**src/rtl/bdll_pkg.sv**
```systemverilog
// Package: sizes, command and status codes, word types and sequencer states for the list core.
`default_nettype none
package bdll_pkg;

  localparam int CAPACITY    = 16;
  localparam int VALUE_WIDTH = 32;
  localparam int SLOT_W      = $clog2(CAPACITY);
  localparam int CNT_W       = $clog2(CAPACITY + 1);

  localparam logic [3:0] OP_PUSH_HEAD   = 4'd0;
  localparam logic [3:0] OP_PUSH_TAIL   = 4'd1;
  localparam logic [3:0] OP_POP_HEAD    = 4'd2;
  localparam logic [3:0] OP_POP_TAIL    = 4'd3;
  localparam logic [3:0] OP_INSERT_NEXT = 4'd4;
  localparam logic [3:0] OP_ERASE       = 4'd5;
  localparam logic [3:0] OP_REVERSE     = 4'd6;
  localparam logic [3:0] OP_CLEAR       = 4'd7;
  localparam logic [3:0] OP_QUERY       = 4'd8;

  localparam logic [1:0] STAT_OK    = 2'd0;
  localparam logic [1:0] STAT_EMPTY = 2'd1;
  localparam logic [1:0] STAT_RANGE = 2'd2;
  localparam logic [1:0] STAT_FULL  = 2'd3;

  typedef struct packed {
    logic [3:0]  op;
    logic [31:0] value;
    logic [3:0]  position;
  } cmd_t;

  typedef struct packed {
    logic [31:0] front_value;
    logic [31:0] back_value;
    logic [4:0]  count;
    logic [1:0]  status;
  } rsp_t;

  // control into the free slot map
  typedef struct packed {
    logic              take;
    logic              drop;
    logic              clear;
    logic [SLOT_W-1:0] drop_slot;
  } free_ctl_t;

  typedef enum logic [3:0] {
    S_IDLE,
    S_DECODE,
    S_POP_F,
    S_POP_B,
    S_WALK,
    S_LINK_RD,
    S_INS_A,
    S_INS_B,
    S_ERS,
    S_REV,
    S_FETCH,
    S_DONE
  } state_t;

endpackage
`default_nettype wire

```
**src/rtl/bdll_free_map.sv**
```systemverilog
// Free slot map: one bit per slot, lowest free slot search, take / drop / clear.
`default_nettype none
module bdll_free_map (
  input  wire                        clk,
  input  wire                        rst_n,
  input  bdll_pkg::free_ctl_t        ctl,
  output logic [bdll_pkg::SLOT_W-1:0] low_slot
);
  import bdll_pkg::*;

  logic [CAPACITY-1:0] free_r;
  logic [CAPACITY-1:0] free_nxt;

  // lowest set bit wins
  always_comb begin
    low_slot = '0;
    for (int i = CAPACITY - 1; i >= 0; i--) begin
      if (free_r[i]) begin
        low_slot = SLOT_W'(i);
      end
    end
  end

  always_comb begin
    free_nxt = free_r;
    if (ctl.clear) begin
      free_nxt = '1;
    end else if (ctl.take) begin
      free_nxt[low_slot] = 1'b0;
    end else if (ctl.drop) begin
      free_nxt[ctl.drop_slot] = 1'b1;
    end
  end

  always_ff @(posedge clk) begin
    if (!rst_n) begin
      free_r <= '1;
    end else begin
      free_r <= free_nxt;
    end
  end

endmodule
`default_nettype wire

```
**src/rtl/bounded_doubly_linked_list_core.sv**
```systemverilog
// Top level: bounded doubly linked list with slot pool, link memories and command sequencer.
// Sequence: DECODE, then POP_F / POP_B (pop with two or more held), WALK (p > 0) and LINK_RD
//   then INS_A, INS_B or ERS (insert / erase at p), or REV per element (reverse), then FETCH, DONE.
// Throughput: one command at a time; in_ready is high only while the sequencer idles, from the
//   cycle the word appears; a word the receiver has not taken holds the next one in DONE.
// Reset: sync, active low; list empty, all slots free, no word pending; memories not cleared.
`default_nettype none
module bounded_doubly_linked_list_core (
  input  wire            clk,
  input  wire            rst_n,
  input  wire            in_valid,
  output logic           in_ready,
  input  bdll_pkg::cmd_t in_data,
  output logic           out_valid,
  input  wire            out_ready,
  output bdll_pkg::rsp_t out_data
);
  import bdll_pkg::*;

  // sequencer
  state_t state_r, state_nxt;

  // latched command word
  logic [3:0]             op_r, op_nxt;
  logic [VALUE_WIDTH-1:0] val_r, val_nxt;
  logic [3:0]             pos_r, pos_nxt;

  // list control state
  logic [SLOT_W-1:0] head_r, head_nxt;
  logic [SLOT_W-1:0] tail_r, tail_nxt;
  logic [CNT_W-1:0]  count_r, count_nxt;

  // working registers
  logic [SLOT_W-1:0] cur_r, cur_nxt;     // node under the walk
  logic [3:0]        idx_r, idx_nxt;     // walk / reverse step count
  logic [SLOT_W-1:0] new_r, new_nxt;     // slot taken by insert
  logic [SLOT_W-1:0] nx_r, nx_nxt;       // successor of cur on insert
  logic              at_tail_r, at_tail_nxt;
  logic [1:0]        status_r, status_nxt;

  // result word register
  rsp_t out_data_r;
  logic out_valid_r;
  logic out_load;

  // memories
  logic [VALUE_WIDTH-1:0] val_mem [CAPACITY];
  logic [SLOT_W-1:0]      nxt_mem [CAPACITY];
  logic [SLOT_W-1:0]      prv_mem [CAPACITY];

  logic                   val_we;
  logic [SLOT_W-1:0]      val_wa;
  logic [VALUE_WIDTH-1:0] val_rd0_r, val_rd1_r;

  logic              nxt_we, prv_we;
  logic [SLOT_W-1:0] nxt_wa, nxt_wd, nxt_ra, nxt_rd_r;
  logic [SLOT_W-1:0] prv_wa, prv_wd, prv_ra, prv_rd_r;

  // free slot map
  free_ctl_t         fm_ctl;
  logic [SLOT_W-1:0] free_slot;

  bdll_free_map u_free_map (
    .clk      (clk),
    .rst_n    (rst_n),
    .ctl      (fm_ctl),
    .low_slot (free_slot)
  );

  // decode flags
  logic is_full, is_empty, pos_bad, one_left, walk_hit, rev_last;

  assign is_full  = (count_r == CNT_W'(CAPACITY));
  assign is_empty = (count_r == '0);
  assign one_left = (count_r == CNT_W'(1));
  assign pos_bad  = ({1'b0, pos_r} >= count_r);
  assign walk_hit = (idx_r == pos_r);
  assign rev_last = ((CNT_W'(idx_r) + CNT_W'(1)) == count_r);

  assign in_ready  = (state_r == S_IDLE);
  assign out_valid = out_valid_r;
  assign out_data  = out_data_r;
  assign out_load  = (state_r == S_DONE) && (!out_valid_r || out_ready);

  // next state
  always_comb begin
    state_nxt = state_r;
    case (state_r)
      S_IDLE: begin
        if (in_valid) state_nxt = S_DECODE;
      end
      S_DECODE: begin
        state_nxt = S_FETCH;
        case (op_r)
          OP_POP_HEAD: begin
            if (!is_empty && !one_left) state_nxt = S_POP_F;
          end
          OP_POP_TAIL: begin
            if (!is_empty && !one_left) state_nxt = S_POP_B;
          end
          OP_INSERT_NEXT: begin
            if (!pos_bad && !is_full) state_nxt = (pos_r == '0) ? S_LINK_RD : S_WALK;
          end
          OP_ERASE: begin
            if (!pos_bad) state_nxt = (pos_r == '0) ? S_LINK_RD : S_WALK;
          end
          OP_REVERSE: begin
            if (!is_empty) state_nxt = S_REV;
          end
          default: state_nxt = S_FETCH;
        endcase
      end
      S_POP_F:   state_nxt = S_FETCH;
      S_POP_B:   state_nxt = S_FETCH;
      S_WALK: begin
        if (walk_hit) state_nxt = S_LINK_RD;
      end
      S_LINK_RD: state_nxt = (op_r == OP_INSERT_NEXT) ? S_INS_A : S_ERS;
      S_INS_A:   state_nxt = S_INS_B;
      S_INS_B:   state_nxt = S_FETCH;
      S_ERS:     state_nxt = S_FETCH;
      S_REV: begin
        if (rev_last) state_nxt = S_FETCH;
      end
      S_FETCH:   state_nxt = S_DONE;
      S_DONE: begin
        if (out_load) state_nxt = S_IDLE;
      end
      default:   state_nxt = S_IDLE;
    endcase
  end

  // datapath and memory controls
  always_comb begin
    op_nxt      = op_r;
    val_nxt     = val_r;
    pos_nxt     = pos_r;
    head_nxt    = head_r;
    tail_nxt    = tail_r;
    count_nxt   = count_r;
    cur_nxt     = cur_r;
    idx_nxt     = idx_r;
    new_nxt     = new_r;
    nx_nxt      = nx_r;
    at_tail_nxt = at_tail_r;
    status_nxt  = status_r;

    val_we = 1'b0;
    val_wa = free_slot;
    nxt_we = 1'b0;
    nxt_wa = cur_r;
    nxt_wd = cur_r;
    nxt_ra = cur_r;
    prv_we = 1'b0;
    prv_wa = cur_r;
    prv_wd = cur_r;
    prv_ra = cur_r;

    fm_ctl = '0;

    case (state_r)
      S_IDLE: begin
        if (in_valid) begin
          op_nxt  = in_data.op;
          val_nxt = in_data.value[VALUE_WIDTH-1:0];
          pos_nxt = in_data.position;
        end
      end

      S_DECODE: begin
        status_nxt = STAT_OK;
        case (op_r)
          OP_PUSH_HEAD, OP_PUSH_TAIL: begin
            if (is_full) begin
              status_nxt = STAT_FULL;
            end else begin
              val_we      = 1'b1;
              val_wa      = free_slot;
              fm_ctl.take = 1'b1;
              count_nxt   = count_r + CNT_W'(1);
              if (is_empty) begin
                head_nxt = free_slot;
                tail_nxt = free_slot;
              end else if (op_r == OP_PUSH_HEAD) begin
                nxt_we   = 1'b1;
                nxt_wa   = free_slot;
                nxt_wd   = head_r;
                prv_we   = 1'b1;
                prv_wa   = head_r;
                prv_wd   = free_slot;
                head_nxt = free_slot;
              end else begin
                prv_we   = 1'b1;
                prv_wa   = free_slot;
                prv_wd   = tail_r;
                nxt_we   = 1'b1;
                nxt_wa   = tail_r;
                nxt_wd   = free_slot;
                tail_nxt = free_slot;
              end
            end
          end
          OP_POP_HEAD, OP_POP_TAIL: begin
            if (is_empty) begin
              status_nxt = STAT_EMPTY;
            end else if (one_left) begin
              // last element leaves: list collapses to slot 0
              fm_ctl.drop      = 1'b1;
              fm_ctl.drop_slot = head_r;
              count_nxt        = '0;
              head_nxt         = '0;
              tail_nxt         = '0;
            end else begin
              nxt_ra = head_r;
              prv_ra = tail_r;
            end
          end
          OP_INSERT_NEXT, OP_ERASE: begin
            if (pos_bad) begin
              status_nxt = STAT_RANGE;
            end else if (is_full && (op_r == OP_INSERT_NEXT)) begin
              status_nxt = STAT_FULL;
            end else begin
              cur_nxt = head_r;
              nxt_ra  = head_r;
              idx_nxt = 4'd1;
            end
          end
          OP_REVERSE: begin
            if (is_empty) begin
              head_nxt = tail_r;
              tail_nxt = head_r;
            end else begin
              cur_nxt = head_r;
              idx_nxt = '0;
              nxt_ra  = head_r;
              prv_ra  = head_r;
            end
          end
          OP_CLEAR: begin
            fm_ctl.clear = 1'b1;
            head_nxt     = '0;
            tail_nxt     = '0;
            count_nxt    = '0;
          end
          default: begin
          end
        endcase
      end

      S_POP_F: begin
        head_nxt         = nxt_rd_r;
        fm_ctl.drop      = 1'b1;
        fm_ctl.drop_slot = head_r;
        count_nxt        = count_r - CNT_W'(1);
      end

      S_POP_B: begin
        tail_nxt         = prv_rd_r;
        fm_ctl.drop      = 1'b1;
        fm_ctl.drop_slot = tail_r;
        count_nxt        = count_r - CNT_W'(1);
      end

      // one next pointer per cycle, address straight from the read register
      S_WALK: begin
        if (walk_hit) begin
          cur_nxt = nxt_rd_r;
        end else begin
          nxt_ra  = nxt_rd_r;
          idx_nxt = idx_r + 4'd1;
        end
      end

      S_LINK_RD: begin
        nxt_ra = cur_r;
        prv_ra = cur_r;
      end

      S_INS_A: begin
        new_nxt     = free_slot;
        nx_nxt      = nxt_rd_r;
        at_tail_nxt = (cur_r == tail_r);
        fm_ctl.take = 1'b1;
        val_we      = 1'b1;
        val_wa      = free_slot;
        prv_we      = 1'b1;
        prv_wa      = free_slot;
        prv_wd      = cur_r;
        count_nxt   = count_r + CNT_W'(1);
        if (cur_r == tail_r) begin
          tail_nxt = free_slot;
        end else begin
          nxt_we = 1'b1;
          nxt_wa = free_slot;
          nxt_wd = nxt_rd_r;
        end
      end

      S_INS_B: begin
        nxt_we = 1'b1;
        nxt_wa = cur_r;
        nxt_wd = new_r;
        if (!at_tail_r) begin
          prv_we = 1'b1;
          prv_wa = nx_r;
          prv_wd = new_r;
        end
      end

      S_ERS: begin
        fm_ctl.drop      = 1'b1;
        fm_ctl.drop_slot = cur_r;
        count_nxt        = count_r - CNT_W'(1);
        if (one_left) begin
          head_nxt = '0;
          tail_nxt = '0;
        end else if (cur_r == head_r) begin
          head_nxt = nxt_rd_r;
        end else if (cur_r == tail_r) begin
          tail_nxt = prv_rd_r;
        end else begin
          // unlink a middle node
          nxt_we = 1'b1;
          nxt_wa = prv_rd_r;
          nxt_wd = nxt_rd_r;
          prv_we = 1'b1;
          prv_wa = nxt_rd_r;
          prv_wd = prv_rd_r;
        end
      end

      // swap links of cur while fetching the links of its old successor
      S_REV: begin
        nxt_we  = 1'b1;
        nxt_wa  = cur_r;
        nxt_wd  = prv_rd_r;
        prv_we  = 1'b1;
        prv_wa  = cur_r;
        prv_wd  = nxt_rd_r;
        cur_nxt = nxt_rd_r;
        idx_nxt = idx_r + 4'd1;
        if (rev_last) begin
          head_nxt = tail_r;
          tail_nxt = head_r;
        end else begin
          nxt_ra = nxt_rd_r;
          prv_ra = nxt_rd_r;
        end
      end

      default: begin
      end
    endcase
  end

  // memories: value store has two read ports for front and back
  always_ff @(posedge clk) begin
    if (val_we) val_mem[val_wa] <= val_r;
    val_rd0_r <= val_mem[head_r];
    val_rd1_r <= val_mem[tail_r];
  end

  always_ff @(posedge clk) begin
    if (nxt_we) nxt_mem[nxt_wa] <= nxt_wd;
    nxt_rd_r <= nxt_mem[nxt_ra];
  end

  always_ff @(posedge clk) begin
    if (prv_we) prv_mem[prv_wa] <= prv_wd;
    prv_rd_r <= prv_mem[prv_ra];
  end

  // control registers
  always_ff @(posedge clk) begin
    if (!rst_n) begin
      state_r     <= S_IDLE;
      head_r      <= '0;
      tail_r      <= '0;
      count_r     <= '0;
      out_valid_r <= 1'b0;
    end else begin
      state_r <= state_nxt;
      head_r  <= head_nxt;
      tail_r  <= tail_nxt;
      count_r <= count_nxt;
      if (out_load) begin
        out_valid_r <= 1'b1;
      end else if (out_ready) begin
        out_valid_r <= 1'b0;
      end
    end
  end

  // payload registers
  always_ff @(posedge clk) begin
    op_r      <= op_nxt;
    val_r     <= val_nxt;
    pos_r     <= pos_nxt;
    cur_r     <= cur_nxt;
    idx_r     <= idx_nxt;
    new_r     <= new_nxt;
    nx_r      <= nx_nxt;
    at_tail_r <= at_tail_nxt;
    status_r  <= status_nxt;
    if (out_load) begin
      out_data_r.front_value <= is_empty ? 32'd0 : 32'(val_rd0_r);
      out_data_r.back_value  <= is_empty ? 32'd0 : 32'(val_rd1_r);
      out_data_r.count       <= 5'(count_r);
      out_data_r.status      <= status_r;
    end
  end

endmodule
`default_nettype wire
```
**config.mk**
```make
export PLATFORM = sky130hd
export DESIGN_NAME = bounded_doubly_linked_list_core
export DESIGN_NICKNAME = d
export VERILOG_FILES = /design/src/rtl/bdll_pkg.sv /design/src/rtl/bdll_free_map.sv /design/src/rtl/bounded_doubly_linked_list_core.sv
export SDC_FILE = /design/constraint.sdc
export NUM_CORES = 1
export LEC_CHECK = 0
export BUFFER_PORTS_ARGS = -buffer_cell sky130_fd_sc_hd__buf_2
export CAP_MARGIN = 20
export CORE_ASPECT_RATIO = 1.5
export CORE_MARGIN = 8
export CORE_UTILIZATION = 50
export CTS_BUF_LIST = sky130_fd_sc_hd__clkbuf_4
export CTS_CLUSTER_DIAMETER = 200
export CTS_CLUSTER_SIZE = 8
export DETAILED_ROUTE_END_ITERATION = 7
export GPL_TIMING_DRIVEN = 0
export PLACE_DENSITY = 0.77
export SKIP_CTS_REPAIR_TIMING = 1
export SLEW_MARGIN = 0
export SYNTH_ARGS = -nofsm -noshare
export SYNTH_HDL_FRONTEND = slang
export SYNTH_SLANG_ARGS = --single-unit
```
**constraint.sdc**
```tcl
create_clock -name clk -period 8.9 [get_ports clk]
set_input_delay 0 -clock clk [delete_from_list [all_inputs] [get_ports clk]]
set_output_delay 0 -clock clk [all_outputs]
set_load 0.005 [all_outputs]
```
Word level (Yosys, flattened, before mapping)
Memories as Yosys holds them, arrays and structs flattened. A register that Yosys moved wholly into a read port is not among the register bits.
Cells that the tools add are included.
{ "word_totals": {"register_bits": 164, "ramBits": 640, "in_bits": 44, "out_inout_bits": 73, "wordCells": 257, "n_memories": 3} }
{ "mem_list": {"columns": ["name", "depth", "width", "rd", "rd_clocked_by_memory_dff", "wr", "line", "rtl"], "rows": [
  ["val_mem", 16, 32, 2, 2, 1, "bounded_doubly_linked_list_core.sv:47", "logic [VALUE_WIDTH-1:0] val_mem [CAPACITY];"],
  ["nxt_mem", 16, 4, 1, 1, 1, "bounded_doubly_linked_list_core.sv:48", "logic [SLOT_W-1:0] nxt_mem [CAPACITY];"],
  ["prv_mem", 16, 4, 1, 1, 1, "bounded_doubly_linked_list_core.sv:49", "logic [SLOT_W-1:0] prv_mem [CAPACITY];"]
]} }
{ "op_classes": {"add_sub_neg": 4, "n_lt_le_gt_ge": 5, "eq_ne": 45, "mux": 140, "bitwise": 4, "n_reduce_logical": 37} }
{ "op_table": {"columns": ["cell", "count"], "rows": [
  ["2-to-1 mux 4 bit", 77],
  ["case mux 4 bit (4 select lines)", 6],
  ["case mux 4 bit (3 select lines)", 5],
  ["case mux 4 bit (5 select lines)", 3],
  ["case mux 4 bit (9 select lines)", 1],
  ["equality test 4 x 3 -> 1 bit (second input constant)", 8],
  ["2-to-1 mux 16 bit", 2],
  ["case mux 4 bit (2 select lines)", 4],
  ["!= test 3 bit (second input constant)", 10],
  ["case mux 5 bit (3 select lines)", 2],
  ["2-to-1 mux 1 bit", 26],
  ["bitwise AND 16 bit", 1],
  ["equality test 4 x 2 -> 1 bit (second input constant)", 4],
  ["equality test 4 bit (second input constant)", 4],
  ["inverter 16 bit", 1],
  ["OR 16 bit", 1],
  ["2-to-1 mux 5 bit", 3],
  ["equality test 4 bit", 3],
  ["zero test 4 bit", 3],
  ["!= test 2 bit (second input constant)", 6],
  ["OR reduction 2 bit", 6],
  ["AND reduction 11 bit", 1],
  ["< comparator 4 x 5 -> 1 bit (second input constant)", 2],
  ["AND reduction 9 bit", 1],
  ["other kinds (35)", 55]
]} }

Longest topological paths before layout
{ "depth": {"depth_word": 23, "ltp_mapped": 16} }

Hierarchy
A second synthesis with hierarchy kept.
{ "unflattened": {"hier_cells": 2215, "area_unflattened_um2": 38722.1} }
{ "modules_own_cells": {"columns": ["mod", "instances", "cells_each", "area_each_um2", "seq_area_each_um2"], "rows": [
  ["bounded_doubly_linked_list_core", 1, 2092, 37758.7, 24923.9],
  ["bdll_free_map", 1, 123, 963.4, 320.3]
]} }

Worst setup path after synthesis
No wires, ideal clock.
{ "synth_timing": {"path_type": "flip-flop to flip-flop", "startpoint": "register state_r[0]", "endpoint": "register out_data_r (netlist bit out_data[0]) (enable)", "arrival_time_ns": 4.344, "t_required_ns": 8.392, "slack_ns": 4.048, "path_stages_with_launch": 6, "n_path_buf": 3, "synth_period_minus_slack_ns": 4.852, "path_cell_list": "dfxtp_1 -> buf_2 -> buf_1 -> buf_1 -> nand3_1 -> nor2b_1"} }
{ "synth_via": {"elab_chain_cells": 2} }
{ "synth_lines": {"columns": ["element", "line", "rtl"], "rows": [
  ["from (decl)", "bounded_doubly_linked_list_core.sv:21", "state_t state_r, state_nxt;"],
  ["from (signal assigned)", "bounded_doubly_linked_list_core.sv:383", "state_r <= state_nxt;"],
  ["equality test 4 bit", "bounded_doubly_linked_list_core.sv:83", "assign out_load = (state_r == S_DONE) && (!out_valid_r || out_ready);"],
  ["logical AND 1 bit", "bounded_doubly_linked_list_core.sv:83", null],
  ["named net out_load", "bounded_doubly_linked_list_core.sv:44", "logic out_load;"],
  ["to (decl)", "bounded_doubly_linked_list_core.sv:42", "rsp_t out_data_r;"]
]} }
The timed path passes the listed nets, and every way through them passes these cells.
A chain may end at the register's enable or synchronous reset.

Worst setup path in the final report
{ "layout_timing": {"startpoint": "register count_r[1]", "endpoint": "register nxt_rd_r[3], read port of nxt_mem"} }
{ "layout_via": {"elab_chain_cells": 6, "word_cells_on_any_way": 14, "classes_between": "1 x order compare; 3 x eq/ne; 8 x mux; 2 x reduce/logical"} }
{ "layout_lines": {"columns": ["element", "line", "rtl"], "rows": [
  ["from (decl)", "bounded_doubly_linked_list_core.sv:31", "logic [CNT_W-1:0] count_r, count_nxt;"],
  ["from (signal assigned)", "bounded_doubly_linked_list_core.sv:386", "count_r <= count_nxt;"],
  ["parallel branches: the longest is 5 deep, another holds greater-or-equal comparator 4 x 5 -> 1 bit", null, null],
  ["case mux 4 bit (3 select lines) (*)", "bounded_doubly_linked_list_core.sv:161", "case (state_r)"],
  ["to (decl)", "bounded_doubly_linked_list_core.sv:56", "logic [SLOT_W-1:0] nxt_wa, nxt_wd, nxt_ra, nxt_rd_r;"]
]} }
Every way passes the cells marked *.

==> impl_metrics.py <==
metrics = {
    "timing": {
        "hold_slack_ns": 0.139,
        "setup_violations": 0,
        "tightest_slew_ns": 1.26,
        "setup_tns_ns": 0,
        "min_period_ns": 4.65,
        "maxSlewViolCount": 0,
        "max_freq_mhz": 215,
        "setup_slack_ns": 4.25,
        "relSlewSlack": 0.157,
        "rsz0062_at_grt": "no",
        "hold_violations": 0,
        "clock_skew_ns": 0.134,
        "finalCritPeriodShare": 0.522,
    },
    "placed_design": {
        "gp_congestion": 0.990,
        "post-dp-hpwl_um": 74500,
        "dp_slack_ns": 4.44,
        "port-buffer-count": 116,
        "dp_cells": 3389,
    },
    "routing": {
        "via_count": 24100,
        "drt-pass1-iter-count": 8,
        "drc": 2,
        "wire_per_inst_um": 29.8,
        "ant_nets": 0,
        "drt_iter0_drc": 2992,
        "drt-total-wl_um": 111000,
        "vias_per_cell": 6.49,
    },
    "synthesis": {
        "synth_edf_count": 770,
        "synth_area_leader_cell": "edfxtp_1",
        "synth_cell_types": 86,
        "syn_nets": 2272,
        "ys_ff_latch": 876,
        "ys_warn_count": 0,
        "ys_seq_area_frac": 0.652,
        "yosysTopAreaCellShare": 0.597,
        "async_flop_share": 0,
        "synth.area.top_cells": "edfxtp_1 60%, mux4_2 19%, dfxtp_1 5.5%",
        "synthesis.instances": 2220,
        "synth_area_um2": 38700,
        "avgSynthCellArea_um2": 17.4,
        "ys.flop_type": "edfxtp_1",
    },
    "pwr": {
        "leakagePower_uw": 0.0143,
        "power.internal_uw": 8130,
        "pwr-share-comb": 0.361,
        "p_seq_frac": 0.437,
        "p_sw_uw": 4440,
        "irDropWorstVdd_mv": 0.159,
        "switching_share": 0.353,
        "p_per_area_nw_per_um2": 284,
        "p_total_uw": 12600,
        "power_frac_clock": 0.202,
    },
    "finish": {
        "syn2layout_area_growth_pct": 14.2,
        "final_cells": 3717,
        "drive_above_1_share": 0.290,
        "nets": 2650,
    },
    "critical_path": {
        "crit_slowest_cell": "nor3b_2",
        "path_delay_family": "simple AND/OR/NAND/NOR gates",
        "worstPathRequired_ns": 9.70,
        "path_buf_inv": 5,
        "startpoint_type": "register",
        "cp_cell_sequence": "inv_1 -> ha_1 -> buf_2 -> nor3b_2 -> nand2_1 -> o32a_1 -> buf_2 -> mux2i_1 -> o221ai_2 -> o21ai_4 -> buf_8 -> buf_8 -> mux2i_1 -> o22ai_1 -> or4b_1",
        "criticalPathCategory": "reg2reg",
        "critical_path.endpoint_type": "register",
        "cp.arrival_ns": 5.45,
        "max_stage_delay_ns": 0.59,
        "crit_path_max_fanout": 10,
    },
    "status": {
        "violations": "design-rule violations",
        "run_status": "complete, but fails checks",
    },
    "cts": {
        "cts_max_path_buffers": 3,
        "insertion_delay_ns": 1.04,
        "h-tree-depth": 3,
        "cts_made_buffers": 119,
        "cts_root_buf": "clkbuf_4",
        "cts_tree": "built",
        "clk_pin_slew_worst_paths_ns": 0.14,
        "clock_sinks": 876,
    },
    "flow_run": {
        "maxCapViolCount": 0,
    },
    "global_route": {
        "grt_first_pass_wirelength_um": 160000,
        "grt_max_degree": 41,
        "gr-total-overflow": 0,
        "grt_usage": 0.249,
        "first_global_vias": 24700,
        "grt_antenna_before_repair": 2,
    },
    "die": {
        "start_util": 0.502,
        "num_io_pins": 117,
        "die_h_um": 357,
        "dieArea_um2": 86800,
        "num_rows": 125,
        "die-width_um": 243,
        "core_um2": 77100,
    },
    "worst_hold_path": {
        "hold_path.class": "in2reg",
    },
}
path summary, 6_finish.rpt:
path	start	endpoint	slack, ns	cells past startpoint
setup / recovery	count_r[1]	nxt_rd_r[3]	4.25	15
hold / removal	rst_n	head_r[3]	0.14	4
setup reg to reg	count_r[1]	nxt_rd_r[3]	4.25	15
hold reg to reg	count_r[3]	out_data[5]	0.45	0
per-layer routing:
layer  track usage  vias to the layer above  routed length, µm
met5             0                        -                  0
met3        0.0427                      435               9840
met1         0.283                    12100              36400
li1              -                     9921                  -
met4         0.164                        0               7730
met2         0.432                     1662              57000
cell families after synthesis:
| family | after synthesis | share of synthesized area |
|---|---|---|
| compound gates | 276 | 0.0490 |
| xor+xnor | 21 | 0.00514 |
| fa+ha+maj | 8 | 0.00258 |
| buf+inv | 165 | 0.0178 |
| flops | 876 | 0.652 |
| mux | 439 | 0.217 |
| simple gates | 435 | 0.0568 |
cells in the mapped netlist, drive strengths merged, types with 6 or more instances:
cell type / n
a211oi: 10
a21oi: 68
a221oi: 12
a222oi: 10
a22oi: 15
a31oi: 17
and2: 74
and3: 9
buf: 56
clkbuf: 90
dfxtp: 106
edfxtp: 770
ha: 8
inv: 17
mux2: 6
mux2i: 113
mux4: 320
nand2: 87
nand2b: 21
nand3: 20
nand3b: 9
nor2: 129
nor2b: 15
nor3: 32
nor4: 7
o21ai: 59
o22a: 6
o22ai: 16
or2: 7
or3: 9
xnor2: 12
xor2: 8
per-stage QoR:
stage,area [µm²],utilization
after floorplan,38700,-
after global placement,40600,0.526
after detailed placement,41400,0.537
after CTS,43100,0.560
after global routing,44300,0.574
final,44300,0.574
final cells by class:
| cell class | count | area, µm² |
|---|---|---|
| fillers | 5750 | 32800 |
| flip-flops and latches | 876 | 25200 |
| multi-input cells | 1179 | 12900 |
| repair buffers | 257 | 2390 |
| clock buffers | 218 | 1640 |
| well taps | 1016 | 1270 |
| plain buffers | 146 | 619 |
| clock inverters | 5 | 81.3 |
| inverters | 19 | 71.3 |
| diodes | 1 | 2.50 |
cell usage in the layout, fill, tap and decap left out, types with 16 or more instances in the layout:
master,netlist,final
edfxtp_1,770,770
mux4_2,320,320
clkbuf_4,0,218
buf_2,15,132
mux2i_1,113,113
nor2_1,128,112
dfxtp_1,106,106
clkbuf_1,90,90
nand2_1,86,86
dlygate4sd3_1,0,86
and2_1,74,73
a21oi_1,66,66
o21ai_0,57,57
buf_1,34,34
nor3_1,31,30
buf_8,2,23
nand3_1,20,20
nand2b_1,20,20
nor2_4,1,17
inv_1,16,16
a31oi_1,16,16
tightest hold or removal path, delay by kind of cell:
kind	cells	cell delay, ns
compound gates	1	0.10
buf+inv	3	1.03
power by group through the flow:
stage	Clock, µW	Sequential, µW	Combinational (µW)
global placement	0	5570	4220
floorplan	0	5450	2930
global route	2730	5530	4790
detailed placement	0	5580	4380
CTS	2570	5490	4400
finish	2540	5490	4540
flip-flops by register name, summed over array words and instances (netlist names), 5 cells and up:
name,count
val_r,32
out_data,71
prv_mem,64
u_free_map.free_r,16
count_r,5
val_mem,512
val_rd1_r,32
val_rd0_r,32
nxt_mem,64
Power figures use the tool's default switching activity.
